## src/rtl/t2mi_pkg.sv

```systemverilog
package t2mi_pkg;

  // Fixed T2-MI framing: header bytes, then payload, then CRC bytes.
  localparam int unsigned HEADER_BYTES = 6;
  localparam int unsigned CRC_BYTES    = 4;

  localparam int unsigned PID_W   = 13;
  localparam int unsigned BYTE_W  = 8;
  localparam int unsigned CC_W    = 4;
  localparam int unsigned INDEX_W = 14;

  localparam logic [PID_W-1:0] PID_RESET = 13'h1FFF;

  // Header positions that carry the big-endian payload bit length.
  localparam logic [INDEX_W-1:0] LEN_HI_INDEX = 14'd4;
  localparam logic [INDEX_W-1:0] LEN_LO_INDEX = 14'd5;

  // One transport payload byte together with its packet header fields.
  typedef struct packed {
    logic [BYTE_W-1:0] data_byte;
    logic              first_of_packet;
    logic [BYTE_W-1:0] payload_len;
    logic [PID_W-1:0]  stream_pid;
    logic [CC_W-1:0]   cont_counter;
    logic              unit_start;
    logic              discontinuity;
    logic              scrambled;
  } item_t;

  // Stream tracking state kept between bytes.
  typedef struct packed {
    logic               in_sync;
    logic [CC_W-1:0]    last_cc;
    logic [BYTE_W-1:0]  skip_left;
    logic               pending_pointer;
    logic [INDEX_W-1:0] byte_index;
    logic [BYTE_W-1:0]  length_hi;
    logic [INDEX_W-1:0] packet_total;
  } state_t;

  // One extracted byte or an abort mark.
  typedef struct packed {
    logic [BYTE_W-1:0] data;
    logic              first;
    logic              last;
    logic              abort;
  } result_t;

  // Sync loss: the partial packet and any pointer skip are forgotten.
  function automatic state_t drop_sync(input state_t s);
    state_t r;
    r                 = s;
    r.in_sync         = 1'b0;
    r.skip_left       = '0;
    r.pending_pointer = 1'b0;
    r.byte_index      = '0;
    r.length_hi       = '0;
    r.packet_total    = '0;
    return r;
  endfunction

endpackage

```

## src/rtl/t2mi_step.sv

```systemverilog
module t2mi_step (
  input  logic [t2mi_pkg::PID_W-1:0] target_pid,
  input  t2mi_pkg::item_t            item,
  input  t2mi_pkg::state_t           state,
  output t2mi_pkg::state_t           state_nxt,
  output logic                       res_valid,
  output t2mi_pkg::result_t          res
);

  logic                              match;
  logic                              pkt_start;
  logic                              go_on;
  logic                              aborted;
  logic [t2mi_pkg::BYTE_W-1:0]       pf;
  logic [t2mi_pkg::CC_W-1:0]         cc_expect;
  logic [16:0]                       len_round;
  logic [t2mi_pkg::INDEX_W-1:0]      new_total;
  logic [t2mi_pkg::INDEX_W-1:0]      total_eff;
  logic [t2mi_pkg::INDEX_W:0]        idx_inc;
  t2mi_pkg::state_t                  s;

  assign match     = (item.stream_pid == target_pid) && !item.scrambled;
  assign pkt_start = item.first_of_packet || (item.payload_len == '0);
  assign pf        = (item.payload_len == '0) ? '0 : item.data_byte;
  assign cc_expect = state.last_cc + 4'd1;

  // Payload byte count from the bit length, rounded up, plus header and CRC.
  assign len_round = ({1'b0, state.length_hi, item.data_byte} + 17'd7) >> 3;
  assign new_total = 14'(len_round) + 14'(t2mi_pkg::HEADER_BYTES)
                   + 14'(t2mi_pkg::CRC_BYTES);
  assign idx_inc   = {1'b0, state.byte_index} + 15'd1;

  always_comb begin
    s         = state;
    go_on     = 1'b0;
    aborted   = 1'b0;
    res_valid = 1'b0;
    res       = '0;
    total_eff = state.packet_total;

    if (match) begin
      go_on = 1'b1;

      // Transport packet boundary: continuity check and pointer field.
      if (pkt_start) begin
        s.skip_left       = '0;
        s.pending_pointer = 1'b0;
        if (s.in_sync && (item.discontinuity || (item.cont_counter != cc_expect))) begin
          aborted = (s.byte_index != '0);
          s       = t2mi_pkg::drop_sync(s);
        end
        s.last_cc = item.cont_counter;
        if (item.unit_start) begin
          go_on = 1'b0;
          if (({1'b0, pf} + 9'd1) >= {1'b0, item.payload_len}) begin
            // Pointer reaches past the payload: the whole packet is dropped.
            if (s.in_sync) begin
              aborted = (s.byte_index != '0);
              s       = t2mi_pkg::drop_sync(s);
            end
          end else if (!s.in_sync) begin
            s.in_sync         = 1'b1;
            s.skip_left       = pf;
            s.pending_pointer = (pf != '0);
          end
        end else if (aborted || (item.payload_len == '0)) begin
          go_on = 1'b0;
        end
      end

      if (aborted) begin
        res_valid = 1'b1;
        res.abort = 1'b1;
      end else if (go_on && s.in_sync) begin
        if (s.pending_pointer) begin
          // Skip the bytes that the pointer jumps over after resync.
          s.skip_left = s.skip_left - 8'd1;
          if (s.skip_left == '0) begin
            s.pending_pointer = 1'b0;
          end
        end else begin
          res_valid = 1'b1;
          res.data  = item.data_byte;
          res.first = (s.byte_index == '0);
          if (s.byte_index == t2mi_pkg::LEN_HI_INDEX) begin
            s.length_hi = item.data_byte;
          end else if (s.byte_index == t2mi_pkg::LEN_LO_INDEX) begin
            s.packet_total = new_total;
            total_eff      = new_total;
          end
          if ((s.byte_index >= t2mi_pkg::LEN_LO_INDEX) &&
              (idx_inc >= {1'b0, total_eff})) begin
            res.last       = 1'b1;
            s.byte_index   = '0;
            s.length_hi    = '0;
            s.packet_total = '0;
          end else begin
            s.byte_index = idx_inc[t2mi_pkg::INDEX_W-1:0];
          end
        end
      end
    end

    state_nxt = s;
  end

endmodule

```

## src/rtl/t2mi_packet_deframer.sv

```systemverilog
// T2-MI packet deframer.
// The input channel takes one transport payload byte per transfer, with the
// header fields of its transport packet on every byte. Bytes of the PID set
// in the configuration register are cut into T2-MI packets; other PIDs and
// scrambled packets are dropped silently.
// The result channel gives one T2-MI byte per transfer, marked with
// out_packet_start and out_packet_end, or an out_abort mark (out_byte zero)
// when sync is lost in the middle of a T2-MI packet.
// The configuration channel writes target_pid and clears the stream state;
// write it only while the block is idle. cfg_ready is always high.
// Each input transfer passes through one input register and one result
// register. Throughput is one byte per clock while the receiver does not
// stall, set by the combinational step logic between those two registers.
// When the receiver stalls, the result register holds and the input register
// fills; input is refused only when both are full.
// Synchronous reset sets target_pid to 8191, clears sync and the partial
// packet, and empties both registers.
module t2mi_packet_deframer (
  input  logic                               clk,
  input  logic                               rst_n,
  // Configuration write channel.
  input  logic                               cfg_valid,
  output logic                               cfg_ready,
  input  logic [t2mi_pkg::PID_W-1:0]         cfg_data,
  // Input byte channel.
  input  logic                               in_valid,
  output logic                               in_ready,
  input  logic [t2mi_pkg::BYTE_W-1:0]        in_data_byte,
  input  logic                               in_first_of_packet,
  input  logic [t2mi_pkg::BYTE_W-1:0]        in_payload_len,
  input  logic [t2mi_pkg::PID_W-1:0]         in_stream_pid,
  input  logic [t2mi_pkg::CC_W-1:0]          in_cont_counter,
  input  logic                               in_unit_start,
  input  logic                               in_discontinuity,
  input  logic                               in_scrambled,
  // Result channel.
  output logic                               out_valid,
  input  logic                               out_ready,
  output logic [t2mi_pkg::BYTE_W-1:0]        out_byte,
  output logic                               out_packet_start,
  output logic                               out_packet_end,
  output logic                               out_abort
);

  logic [t2mi_pkg::PID_W-1:0] target_pid_r;
  t2mi_pkg::state_t           state_r;
  t2mi_pkg::state_t           state_nxt;
  t2mi_pkg::item_t            item_r;
  t2mi_pkg::item_t            item_nxt;
  logic                       item_valid_r;
  t2mi_pkg::result_t          result_r;
  t2mi_pkg::result_t          step_res;
  logic                       step_valid;
  logic                       out_valid_r;
  logic                       advance;

  // The result register can take a new value when empty or being drained.
  assign advance   = !out_valid_r || out_ready;
  assign in_ready  = !item_valid_r || advance;
  assign cfg_ready = 1'b1;

  assign item_nxt = '{
    data_byte:       in_data_byte,
    first_of_packet: in_first_of_packet,
    payload_len:     in_payload_len,
    stream_pid:      in_stream_pid,
    cont_counter:    in_cont_counter,
    unit_start:      in_unit_start,
    discontinuity:   in_discontinuity,
    scrambled:       in_scrambled
  };

  t2mi_step u_step (
    .target_pid (target_pid_r),
    .item       (item_r),
    .state      (state_r),
    .state_nxt  (state_nxt),
    .res_valid  (step_valid),
    .res        (step_res)
  );

  // Control state: register, stream state and stage valids.
  always_ff @(posedge clk) begin
    if (!rst_n) begin
      target_pid_r <= t2mi_pkg::PID_RESET;
      state_r      <= '0;
      item_valid_r <= 1'b0;
      out_valid_r  <= 1'b0;
    end else begin
      if (cfg_valid && cfg_ready) begin
        target_pid_r <= cfg_data;
        state_r      <= '0;
      end else if (advance && item_valid_r) begin
        state_r <= state_nxt;
      end
      if (in_ready) begin
        item_valid_r <= in_valid;
      end
      if (advance) begin
        out_valid_r <= item_valid_r && step_valid;
      end
    end
  end

  // Payload registers.
  always_ff @(posedge clk) begin
    if (in_valid && in_ready) begin
      item_r <= item_nxt;
    end
    if (advance) begin
      result_r <= step_res;
    end
  end

  assign out_valid        = out_valid_r;
  assign out_byte         = result_r.data;
  assign out_packet_start = result_r.first;
  assign out_packet_end   = result_r.last;
  assign out_abort        = result_r.abort;

  // A partial packet exists only while in sync.
  a_index_needs_sync: assert property (@(posedge clk) disable iff (!rst_n)
    (state_r.byte_index != '0) |-> state_r.in_sync)
    else $error("byte index nonzero while out of sync");

  // A pending pointer skip always has bytes left and sync held.
  a_skip_consistent: assert property (@(posedge clk) disable iff (!rst_n)
    state_r.pending_pointer |-> (state_r.in_sync && (state_r.skip_left != '0)))
    else $error("pointer skip pending with nothing to skip");

  // The packet length is known only once the whole header has passed.
  a_total_after_header: assert property (@(posedge clk) disable iff (!rst_n)
    (state_r.packet_total != '0) |->
      (state_r.byte_index > t2mi_pkg::LEN_LO_INDEX))
    else $error("packet length set before header complete");

  // An abort result carries no byte and no packet marks.
  a_abort_clean: assert property (@(posedge clk) disable iff (!rst_n)
    (out_valid_r && result_r.abort) |->
      ((result_r.data == '0) && !result_r.first && !result_r.last))
    else $error("abort result carries data");

endmodule
```

## config.mk

```make
export PLATFORM = sky130hd
export DESIGN_NAME = t2mi_packet_deframer
export DESIGN_NICKNAME = d
export VERILOG_FILES = /design/src/rtl/t2mi_pkg.sv /design/src/rtl/t2mi_step.sv /design/src/rtl/t2mi_packet_deframer.sv
export SDC_FILE = /design/constraint.sdc
export NUM_CORES = 1
export LEC_CHECK = 0
export ABC_AREA = 1
export BUFFER_PORTS_ARGS = -buffer_cell sky130_fd_sc_hd__clkbuf_2
export CORE_UTILIZATION = 54
export DETAILED_ROUTE_END_ITERATION = 8
export PLACE_DENSITY = 0.78
export REMOVE_ABC_BUFFERS = 1
export SYNTH_ARGS = -nofsm -noshare
export SYNTH_HDL_FRONTEND = slang
export SYNTH_SLANG_ARGS = --single-unit
```

## constraint.sdc

```tcl
create_clock -name clk -period 4.95 [get_ports clk]
set_clock_uncertainty 0.05 [all_clocks]
set_input_delay 0.99 -clock clk [delete_from_list [all_inputs] [get_ports clk]]
set_output_delay 0.99 -clock clk [all_outputs]
set_load 0.01 [all_outputs]
```

==> results.toml, run 1 <==
[clock_tree]
cts_tree = "built"
cts_max_level = 4
path_clk_slew_ns = 0.06
clockRootBuffer = "clkbuf_16"
cts-buffers-inserted = 17
clk_path_buf_depth = 2
cts_hold_buf = 0
cts.sinks = 113
insertion_delay_ns = 0.43

[power]
p_int_mw = 1.82
seq_power_share_pct = 40.8
p_switching_mw = 0.668
power.density_nw_per_um2 = 259
swShare_pct = 26.9
vdd_drop_max_mv = 0.239
clockPowerShare_pct = 48.8
comb_power_share_pct = 10.4
power.total_mw = 2.49
p_leak_nw = 4.40

[worst_setup_path]
cp_data_required_time_ns = 5.26
critical_path_class = "register to register"
cp_max_fo = 8
critical_path_arrival_ns = 5.68
slowest_stage = "edfxtp_1"
crit_path_start_kind = "register"
cp-end-kind = "register"
critPathMaxStageDelay_ns = 0.40

[sta]
fin_crit_sh_pct = 108
relSlewSlack_pct = 42.7
setup_viol = 37
rsz0062_at_grt = "true"
hold_viol = 0
tns_ns = -12.79
fmax_mhz = 186
worst_pin_slew_ns = 0.855
finalCriticalPeriod_ns = 5.37
finalMaxSlewViolations = 0
fin_hold_ws_ns = 0.422
fin_ws_ns = -0.417

[finish]
multi_input_area_um2 = 4520
fin_area_um2 = 9610
layout-drive-gt1-share_pct = 26.2
num_antenna_cells = 0
nets = 1257
area_delta_synth_final_pct = 29.2
instances_no_fill = 1361
regArea_um2 = 2740
num-fill-cells = 986

[logic_synthesis]
synth_seq_cells = 113
yosys_most_used_dff = "dfxtp_1"
synth_common_cells = "nand2_1, inv_1, nor2_1"
yosys.cell_count.top_type = "nand2_1"
avgSynthCellArea_um2 = 7.12
ys_warn_count = 0
syn-cell-area_um2 = 7440
synth-edff-count = 48
synthTopCellsByArea = "edfxtp_1, dfxtp_1, nand2_1"
synth_cells = 1045
seq_area_frac_synth_pct = 36.9
async_flop_share_pct = 0
yosys.area.top_type = "edfxtp_1"
yosys.area.top_type_share_pct = 19.4
yosysUniqueCellTypes = 52

[global_routing]
grt_max_degree = 49
grt_pass1_vias = 7115
grt_overflow_total = 0
antenna_found_initial = 0
track_usage_pct = 30.5
grt_pass1_wl_um = 33800

[detailed_routing]
totalWireLength_um = 21900
vias = 7564
via_per_inst = 5.56
drcViolationCount = 0
wl_per_cell_um = 16.1
dr.first_iter.drc_count = 883
firstDrtPassIters = 5
ant_nets = 0

[floorplanning]
dieHeight_um = 119
ios = 69
die_w_um = 119
dieArea_um2 = 14200
initial_utilization_pct = 55.7
num_rows = 42
core_region_area_um2 = 13300

[job]
maxCapViolCount = 0

[placed_design]
placedCellCount = 1308
dpl_cell_area_um2 = 8220
io_buffers = 67
globalplace.congestion = 0.928
hpwl_um = 14200

[min_path]
min-delay-path-class = "register to register"

[status]
violations = "negative setup slack"
status = "finished, violations left"
## worst paths after layout
check	from	to	slack [ns]	cells after the start
worst max register to register	item_r[21]$_DFFE_PP_	state_r[33]$_SDFFE_PP0P_	-0.42	38
worst max-delay path	item_r[21]$_DFFE_PP_	state_r[33]$_SDFFE_PP0P_	-0.42	38
worst min register to register	state_r[36]$_SDFFE_PP0P_	state_r[36]$_SDFFE_PP0P_	0.42	2
worst min-delay path	state_r[36]$_SDFFE_PP0P_	state_r[36]$_SDFFE_PP0P_	0.42	2
## timing repair
| action | in CTS | in global routing |
|---|---|---|
| cloned | 2 | 0 |
| resized for setup | 64 | 93 |
| buffers inserted | 13 | 8 |
| endpoints found under the setup margin | 37 | 37 |
| pin swaps | 39 | 56 |
## worst max-delay path, delay by kind of cell (launching register included)
family	cells	cell delay, ns
XOR/XNOR	1	0.16
AND/OR/NAND/NOR	19	1.89
flip-flops	1	0.40
AO/OA/AOI/OAI	8	1.15
adder cells (fa/ha/maj)	3	0.68
buffers and inverters	7	0.94
## metal layers
layer	track usage, %	vias up	share of wire (%)
li1	-	3681	-
met1	37.8	3481	42
met2	50.4	319	48
met3	6.08	83	6.0
met4	14.9	0	4.4
met5	0	-	0
## flip-flops by register name (all words and copies together) (netlist names)
signal / cells
out_byte: 8
out_abort: 1
out_packet_end: 1
target_pid_r: 13
out_valid: 1
item_r: 37
item_valid_r: 1
state_r: 50
out_packet_start: 1
## stage by stage
step                      worst slack (ns)  utilization, %
after floorplan                     -0.453               -
after global placement              -0.234            61.6
after detailed placement            -0.386            61.6
after CTS                           -0.174            68.7
after global routing                -0.742            72.0
final                               -0.417            72.0
## layout by cell type, fill, tap and decap left out, types with 4 or more instances in the layout
| cell type | n |
|---|---|
| nand3_4 | 5 |
| nor2_2 | 6 |
| nand2_1 | 241 |
| dfxtp_1 | 65 |
| o21ai_1 | 10 |
| nor2_1 | 107 |
| inv_1 | 129 |
| buf_6 | 8 |
| nand3_2 | 10 |
| a31oi_1 | 7 |
| xor2_1 | 24 |
| nand3_1 | 53 |
| o21ai_2 | 8 |
| nor2_4 | 13 |
| ha_1 | 21 |
| inv_6 | 7 |
| o21ai_0 | 49 |
| nand4_1 | 31 |
| a21oi_1 | 48 |
| nor3_2 | 8 |
| clkbuf_2 | 67 |
| nand2_4 | 9 |
| a21oi_4 | 4 |
| nor3_1 | 5 |
| edfxtp_1 | 48 |
| ha_4 | 8 |
| inv_2 | 10 |
| a21oi_2 | 19 |
| clkbuf_16 | 17 |
| nand2_2 | 19 |
| xnor2_1 | 11 |
| buf_4 | 60 |
| clkinvlp_4 | 4 |
## cells by family after synthesis
group                    synth area share [%]
flip-flops                               36.9
buffers and inverters                    9.71
AO/OA/AOI/OAI                            11.9
XOR/XNOR                                 4.12
other                                  0.0504
AND/OR/NAND/NOR                          32.3
adder cells (fa/ha/maj)                  5.05
## power by group through the flow
stage                     sequential [mW]  clock, mW  combinational (mW)
after global routing                 1.01       1.26               0.284
after global placement               1.03          0               0.201
after floorplan                      1.03          0               0.124
final                                1.01       1.21               0.259
after detailed placement             1.03          0               0.205
after CTS                            1.01       1.22               0.226
## final cells by class
cell class                      instances  share of cell area (%)
Clock buffer                           18                    4.57
Clock inverter                         14                    1.48
Inverter                              146                    5.92
Multi-Input combinational cell        753                    47.0
Sequential cell                       113                    28.5
Tap cell                              176                    2.29
Timing Repair Buffer                  140                    10.0
Timing Repair inverter                  1                   0.169
Power figures use the tool's default switching activity.
==> inputs of run 2 (changes only) <==
Settings changed: CELL_PAD_IN_SITES_DETAIL_PLACEMENT from default to 0, CELL_PAD_IN_SITES_GLOBAL_PLACEMENT from default to 1, CORE_UTILIZATION 54 to 41, CTS_BUF_LIST from default to sky130_fd_sc_hd__clkbuf_2 sky130_fd_sc_hd__clkbuf_4 sky130_fd_sc_hd__clkbuf_8, PLACE_DENSITY 0.78 to 0.81.
==> results.toml, run 2 (synthesized netlist as in run 1, its figures left out) <==
[worst_setup_path]
cp_data_required_time_ns = 5.27
reg2reg_depth = 35
critPathMaxStageDelay_ns = 0.38
cp-end-kind = "register"
crit_path_start_kind = "register"
cpMostUsedCell = "a21oi_2"
critical_path_arrival_ns = 5.43
critical_path_class = "register to register"
crit_family = "simple AND/OR/NAND/NOR gates"
reg2reg_slack_ns = -0.16
regToRegStartpoint = "item_r[23]$_DFFE_PP_"
crit_buf_inv = 8
rr_endpoint = "state_r[19]$_SDFFE_PP0P_"
slowest_stage = "edfxtp_1"
cp_max_fo = 5

[power]
p_leak_nw = 4.26
power.density_nw_per_um2 = 231
vdd_drop_max_mv = 0.192
power.total_mw = 2.13

[detailed_routing]
vias = 7132
ant_nets = 0
via_per_inst = 5.03
totalWireLength_um = 20900
drcViolationCount = 0
wl_per_cell_um = 14.8
dr.first_iter.drc_count = 471
firstDrtPassIters = 5

[finish]
area_delta_synth_final_pct = 24.0
mostFrequentLayoutCells = "nand2_1, inv_1, nor2_1"
regMostFlops = "state_r"
largest_register_ffs = 50
layout-drive-gt1-share_pct = 24.0
num_antenna_cells = 0
layout_commonest_cell = "nand2_1"
nets = 1264
fin_area_um2 = 9220
top_regs = "state_r x50, item_r x37, target_pid_r x13"

[sta]
rsz0062_at_grt = "true"
tns_ns = -3.87
fin_crit_sh_pct = 103
finalCriticalPeriod_ns = 5.11
finalMaxSlewViolations = 0
relSlewSlack_pct = 36.0
hold_viol = 0
fin_ws_ns = -0.155
worst_pin_slew_ns = 0.954
setup_viol = 37
fmax_mhz = 196

[floorplanning]
ios = 69
initial_utilization_pct = 42.6
dieArea_um2 = 18700
dieHeight_um = 137
die_w_um = 137
num_rows = 48
core_region_area_um2 = 17500

[clock_tree]
cts_max_level = 4
cts_tree = "built"
cts.sinks = 113
path_clk_slew_ns = 0.08
clockRootBuffer = "clkbuf_8"
cts_hold_buf = 0
cts-buffers-inserted = 17
insertion_delay_ns = 0.46
clk_path_buf_depth = 2

[global_routing]
grt_pass1_vias = 6664
antenna_found_initial = 0
grt_overflow_total = 0
grt_pass1_wl_um = 34000
grt_max_degree = 49
track_usage_pct = 23.7

[status]
status = "finished, violations left"
violations = "negative setup slack"

[min_path]
min_to = "state_r[39]$_SDFFE_PP0P_"
min-delay-start = "state_r[39]$_SDFFE_PP0P_"
min-delay-path-class = "register to register"
holdPathStages = 2

[placed_design]
hpwl_um = 15100
io_buffers = 67
dpl_cell_area_um2 = 8360
globalplace.congestion = 0.873

[job]
maxCapViolCount = 0
[run 2: how the worst max path moves through the flow]
stage / from / slack (ns) / cells past startpoint / end
after detailed placement: item_r[20]$_DFFE_PP_ / -0.47 / 42 / state_r[8]$_SDFFE_PP0P_
after floorplan: item_r[20]$_DFFE_PP_ / -0.45 / 40 / state_r[0]$_SDFFE_PP0P_
after global routing: item_r[21]$_DFFE_PP_ / -0.51 / 41 / state_r[12]$_SDFFE_PP0P_
after CTS: item_r[23]$_DFFE_PP_ / 0.002 / 40 / state_r[19]$_SDFFE_PP0P_
final: item_r[23]$_DFFE_PP_ / -0.16 / 35 / state_r[19]$_SDFFE_PP0P_
after global placement: item_r[21]$_DFFE_PP_ / -0.36 / 42 / state_r[4]$_SDFFE_PP0P_
[run 2: power by group]
part / leakage [nW] / switching [mW] / total, mW / internal, mW
clock: 0.191 / 0.458 / 0.884 / 0.426
combinational: 3.05 / 0.141 / 0.232 / 0.0908
sequential: 1.03 / 0.0145 / 1.01 / 0.996
total: 4.26 / 0.614 / 2.13 / 1.51
[run 2: worst reg2reg max path: cells and delay by family, from the launching register on]
family / cells / cell delay [ns]
AND/OR/NAND/NOR: 15 / 1.72
XOR/XNOR: 1 / 0.15
adder cells (fa/ha/maj): 3 / 0.78
AO/OA/AOI/OAI: 8 / 1.06
flip-flops: 1 / 0.38
buffers and inverters: 8 / 0.87
[run 2: routing by layer]
| metal | routed length (um) | share of wire, % | track usage, % |
|---|---|---|---|
| met1 | 10100 | 48 | 31.7 |
| met2 | 9820 | 47 | 38.9 |
| met3 | 771 | 3.7 | 4.52 |
| met4 | 281 | 1.3 | 5.93 |
| met5 | 0 | 0 | 0 |
[run 2: through the flow]
| stage | setup WS, ns | hold WS (ns) | utilization (%) | std cells |
|---|---|---|---|---|
| after detailed placement | -0.469 | 0.406 | 47.8 | 1366 |
| final | -0.155 | 0.417 | 52.7 | 1417 |
| after global routing | -0.513 | 0.427 | 52.7 | 1417 |
| after floorplan | -0.453 | 0.395 | - | 1012 |
| after CTS | 0.00206 | 0.418 | 51.3 | 1407 |
| after global placement | -0.365 | 0.402 | 47.8 | 1366 |
[run 2: final cells by class]
cell class | instances | area (um^2)
Fill cell | 1725 | 8260
Multi-Input combinational cell | 753 | 4220
Sequential cell | 113 | 2740
Timing Repair Buffer | 148 | 1010
Inverter | 146 | 567
Tap cell | 225 | 282
Clock buffer | 18 | 248
Clock inverter | 14 | 145
[run 2: timing repair]
action | CTS | global route
cloned | 1 | 2
pin swaps | 13 | 3
endpoints found under the setup margin | 37 | 37
resized for setup | 41 | 44
buffers inserted | 8 | 8
==> inputs of run 3 (changes only) <==
==> constraint.sdc (replaced) <==
create_clock -name clk -period 4.95 [get_ports clk]
set_clock_uncertainty 0.05 [all_clocks]
set_input_delay 0.495 -clock clk [delete_from_list [all_inputs] [get_ports clk]]
set_output_delay 0.495 -clock clk [all_outputs]
set_load 0.01 [all_outputs]
==> results.toml, run 3 (synthesized netlist as in run 1, its figures left out) <==
[finish]
num_antenna_cells = 0
mostFrequentLayoutCells = "nand2_1, inv_1, nor2_1"
fin_area_um2 = 9270
fin_util_pct = 53.1
largest_register_ffs = 50
top_regs = "state_r x50, item_r x37, target_pid_r x13"
nets = 1270
area_delta_synth_final_pct = 24.7
regMostFlops = "state_r"
layout-drive-gt1-share_pct = 23.0
layout_commonest_cell = "nand2_1"

[global_routing]
grt_pass1_vias = 6722
grt_pass1_wl_um = 34600
track_usage_pct = 24.2
antenna_found_initial = 0
grt_max_degree = 49
grt_overflow_total = 0

[placed_design]
globalplace.congestion = 0.886
dpl_cell_area_um2 = 8380
hpwl_um = 15100
io_buffers = 67
pre_cts_ws_ns = -0.353

[clock_tree]
cts_tree = "built"
cts.sinks = 113
clk_path_buf_depth = 2
clockRootBuffer = "clkbuf_8"
cts-buffers-inserted = 17
path_clk_slew_ns = 0.09
cts_max_level = 4
cts_hold_buf = 0
insertion_delay_ns = 0.46

[worst_setup_path]
crit_family = "simple AND/OR/NAND/NOR gates"
cp_data_required_time_ns = 5.21
cp_max_fo = 9
crit_path_start_kind = "register"
critical_path_arrival_ns = 5.42
slowest_stage = "edfxtp_1"
crit_buf_inv = 9
cpMostUsedCell = "nand2_1"
cp-end-kind = "register"
critPathMaxStageDelay_ns = 0.40
critical_path_class = "register to register"

[floorplanning]
dieArea_um2 = 18700
initial_utilization_pct = 42.6
ios = 69
die_w_um = 137
dieHeight_um = 137
core_region_area_um2 = 17500
num_rows = 48

[sta]
finalMaxSlewViolations = 0
fin_hold_ws_ns = 0.158
fmax_mhz = 194
worst_pin_slew_ns = 0.961
fin_crit_sh_pct = 104
fin_ws_ns = -0.211
finalCriticalPeriod_ns = 5.16
setup_viol = 37
hold_viol = 0
relSlewSlack_pct = 35.5
rsz0062_at_grt = "true"

[detailed_routing]
firstDrtPassIters = 6
via_per_inst = 5.03
ant_nets = 0
vias = 7158
dr.first_iter.drc_count = 528
totalWireLength_um = 21300
drcViolationCount = 0
wl_per_cell_um = 15.0

[job]
maxCapViolCount = 0

[min_path]
min-delay-path-class = "input pin to register"

[power]
power.density_nw_per_um2 = 229
vdd_drop_max_mv = 0.209
p_leak_nw = 4.31
power.total_mw = 2.12

[status]
violations = "negative setup slack"
status = "finished, violations left"
[run 3: metal layers]
layer / GRT usage, % / part of all wire [%] / up-vias
met5: 0 / 0 / -
li1: - / - / 3704
met3: 4.33 / 4.7 / 26
met2: 39.9 / 47 / 194
met1: 32.3 / 47 / 3234
met4: 6.54 / 1.5 / 0
[run 3: where the power goes]
group	leakage (nW)	switching [mW]	internal, mW
Sequential	1.03	0.0154	0.996
Clock	0.190	0.466	0.412
Combinational	3.09	0.140	0.0920
Total	4.31	0.622	1.50
[run 3: final timing paths]
path	start	to	slack (ns)	cells past startpoint
setup / recovery	item_r[20]$_DFFE_PP_	state_r[18]$_SDFFE_PP0P_	-0.21	40
hold / removal	in_stream_pid[12]	item_r[19]$_DFFE_PP_	0.16	1
setup reg to reg	item_r[20]$_DFFE_PP_	state_r[18]$_SDFFE_PP0P_	-0.21	40
hold reg to reg	state_r[39]$_SDFFE_PP0P_	state_r[39]$_SDFFE_PP0P_	0.42	2
[run 3: worst reg2reg max path, delay by kind of cell (launching register included)]
kind / cells / cell delay [ns]
AOI/OAI and AO/OA: 3 / 0.31
adders and majority gates: 3 / 0.76
xor gates and xnor gates: 1 / 0.17
buffers and inverters: 9 / 1.00
and+or+nand+nor: 24 / 2.30
DFF: 1 / 0.40
[run 3: area by class of cell]
type                       count  area (um^2)
tap                          225          282
clock buffer                  17          234
timing repair inverter         1         6.26
inverter                     146          559
timing repair buffer         152         1060
clock inverter                15          150
fill                        1693         8200
multi-input combinational    754         4240
sequential                   113         2740
[run 3: per-stage QoR]
step,setup TNS (ns),instances
2_1_floorplan,-11.60,1012
5_1_grt,-19.76,1423
6_report,-5.69,1423
4_1_cts,0,1416
3_3_place_gp,-6.51,1368
3_5_place_dp,-10.25,1368
[run 3: repair_timing]
action | in CTS | in global routing
setup buffers | 12 | 6
gates cloned | 4 | 1
resized for setup | 47 | 36
endpoints found under the setup margin | 37 | 37
pin swaps | 10 | 18
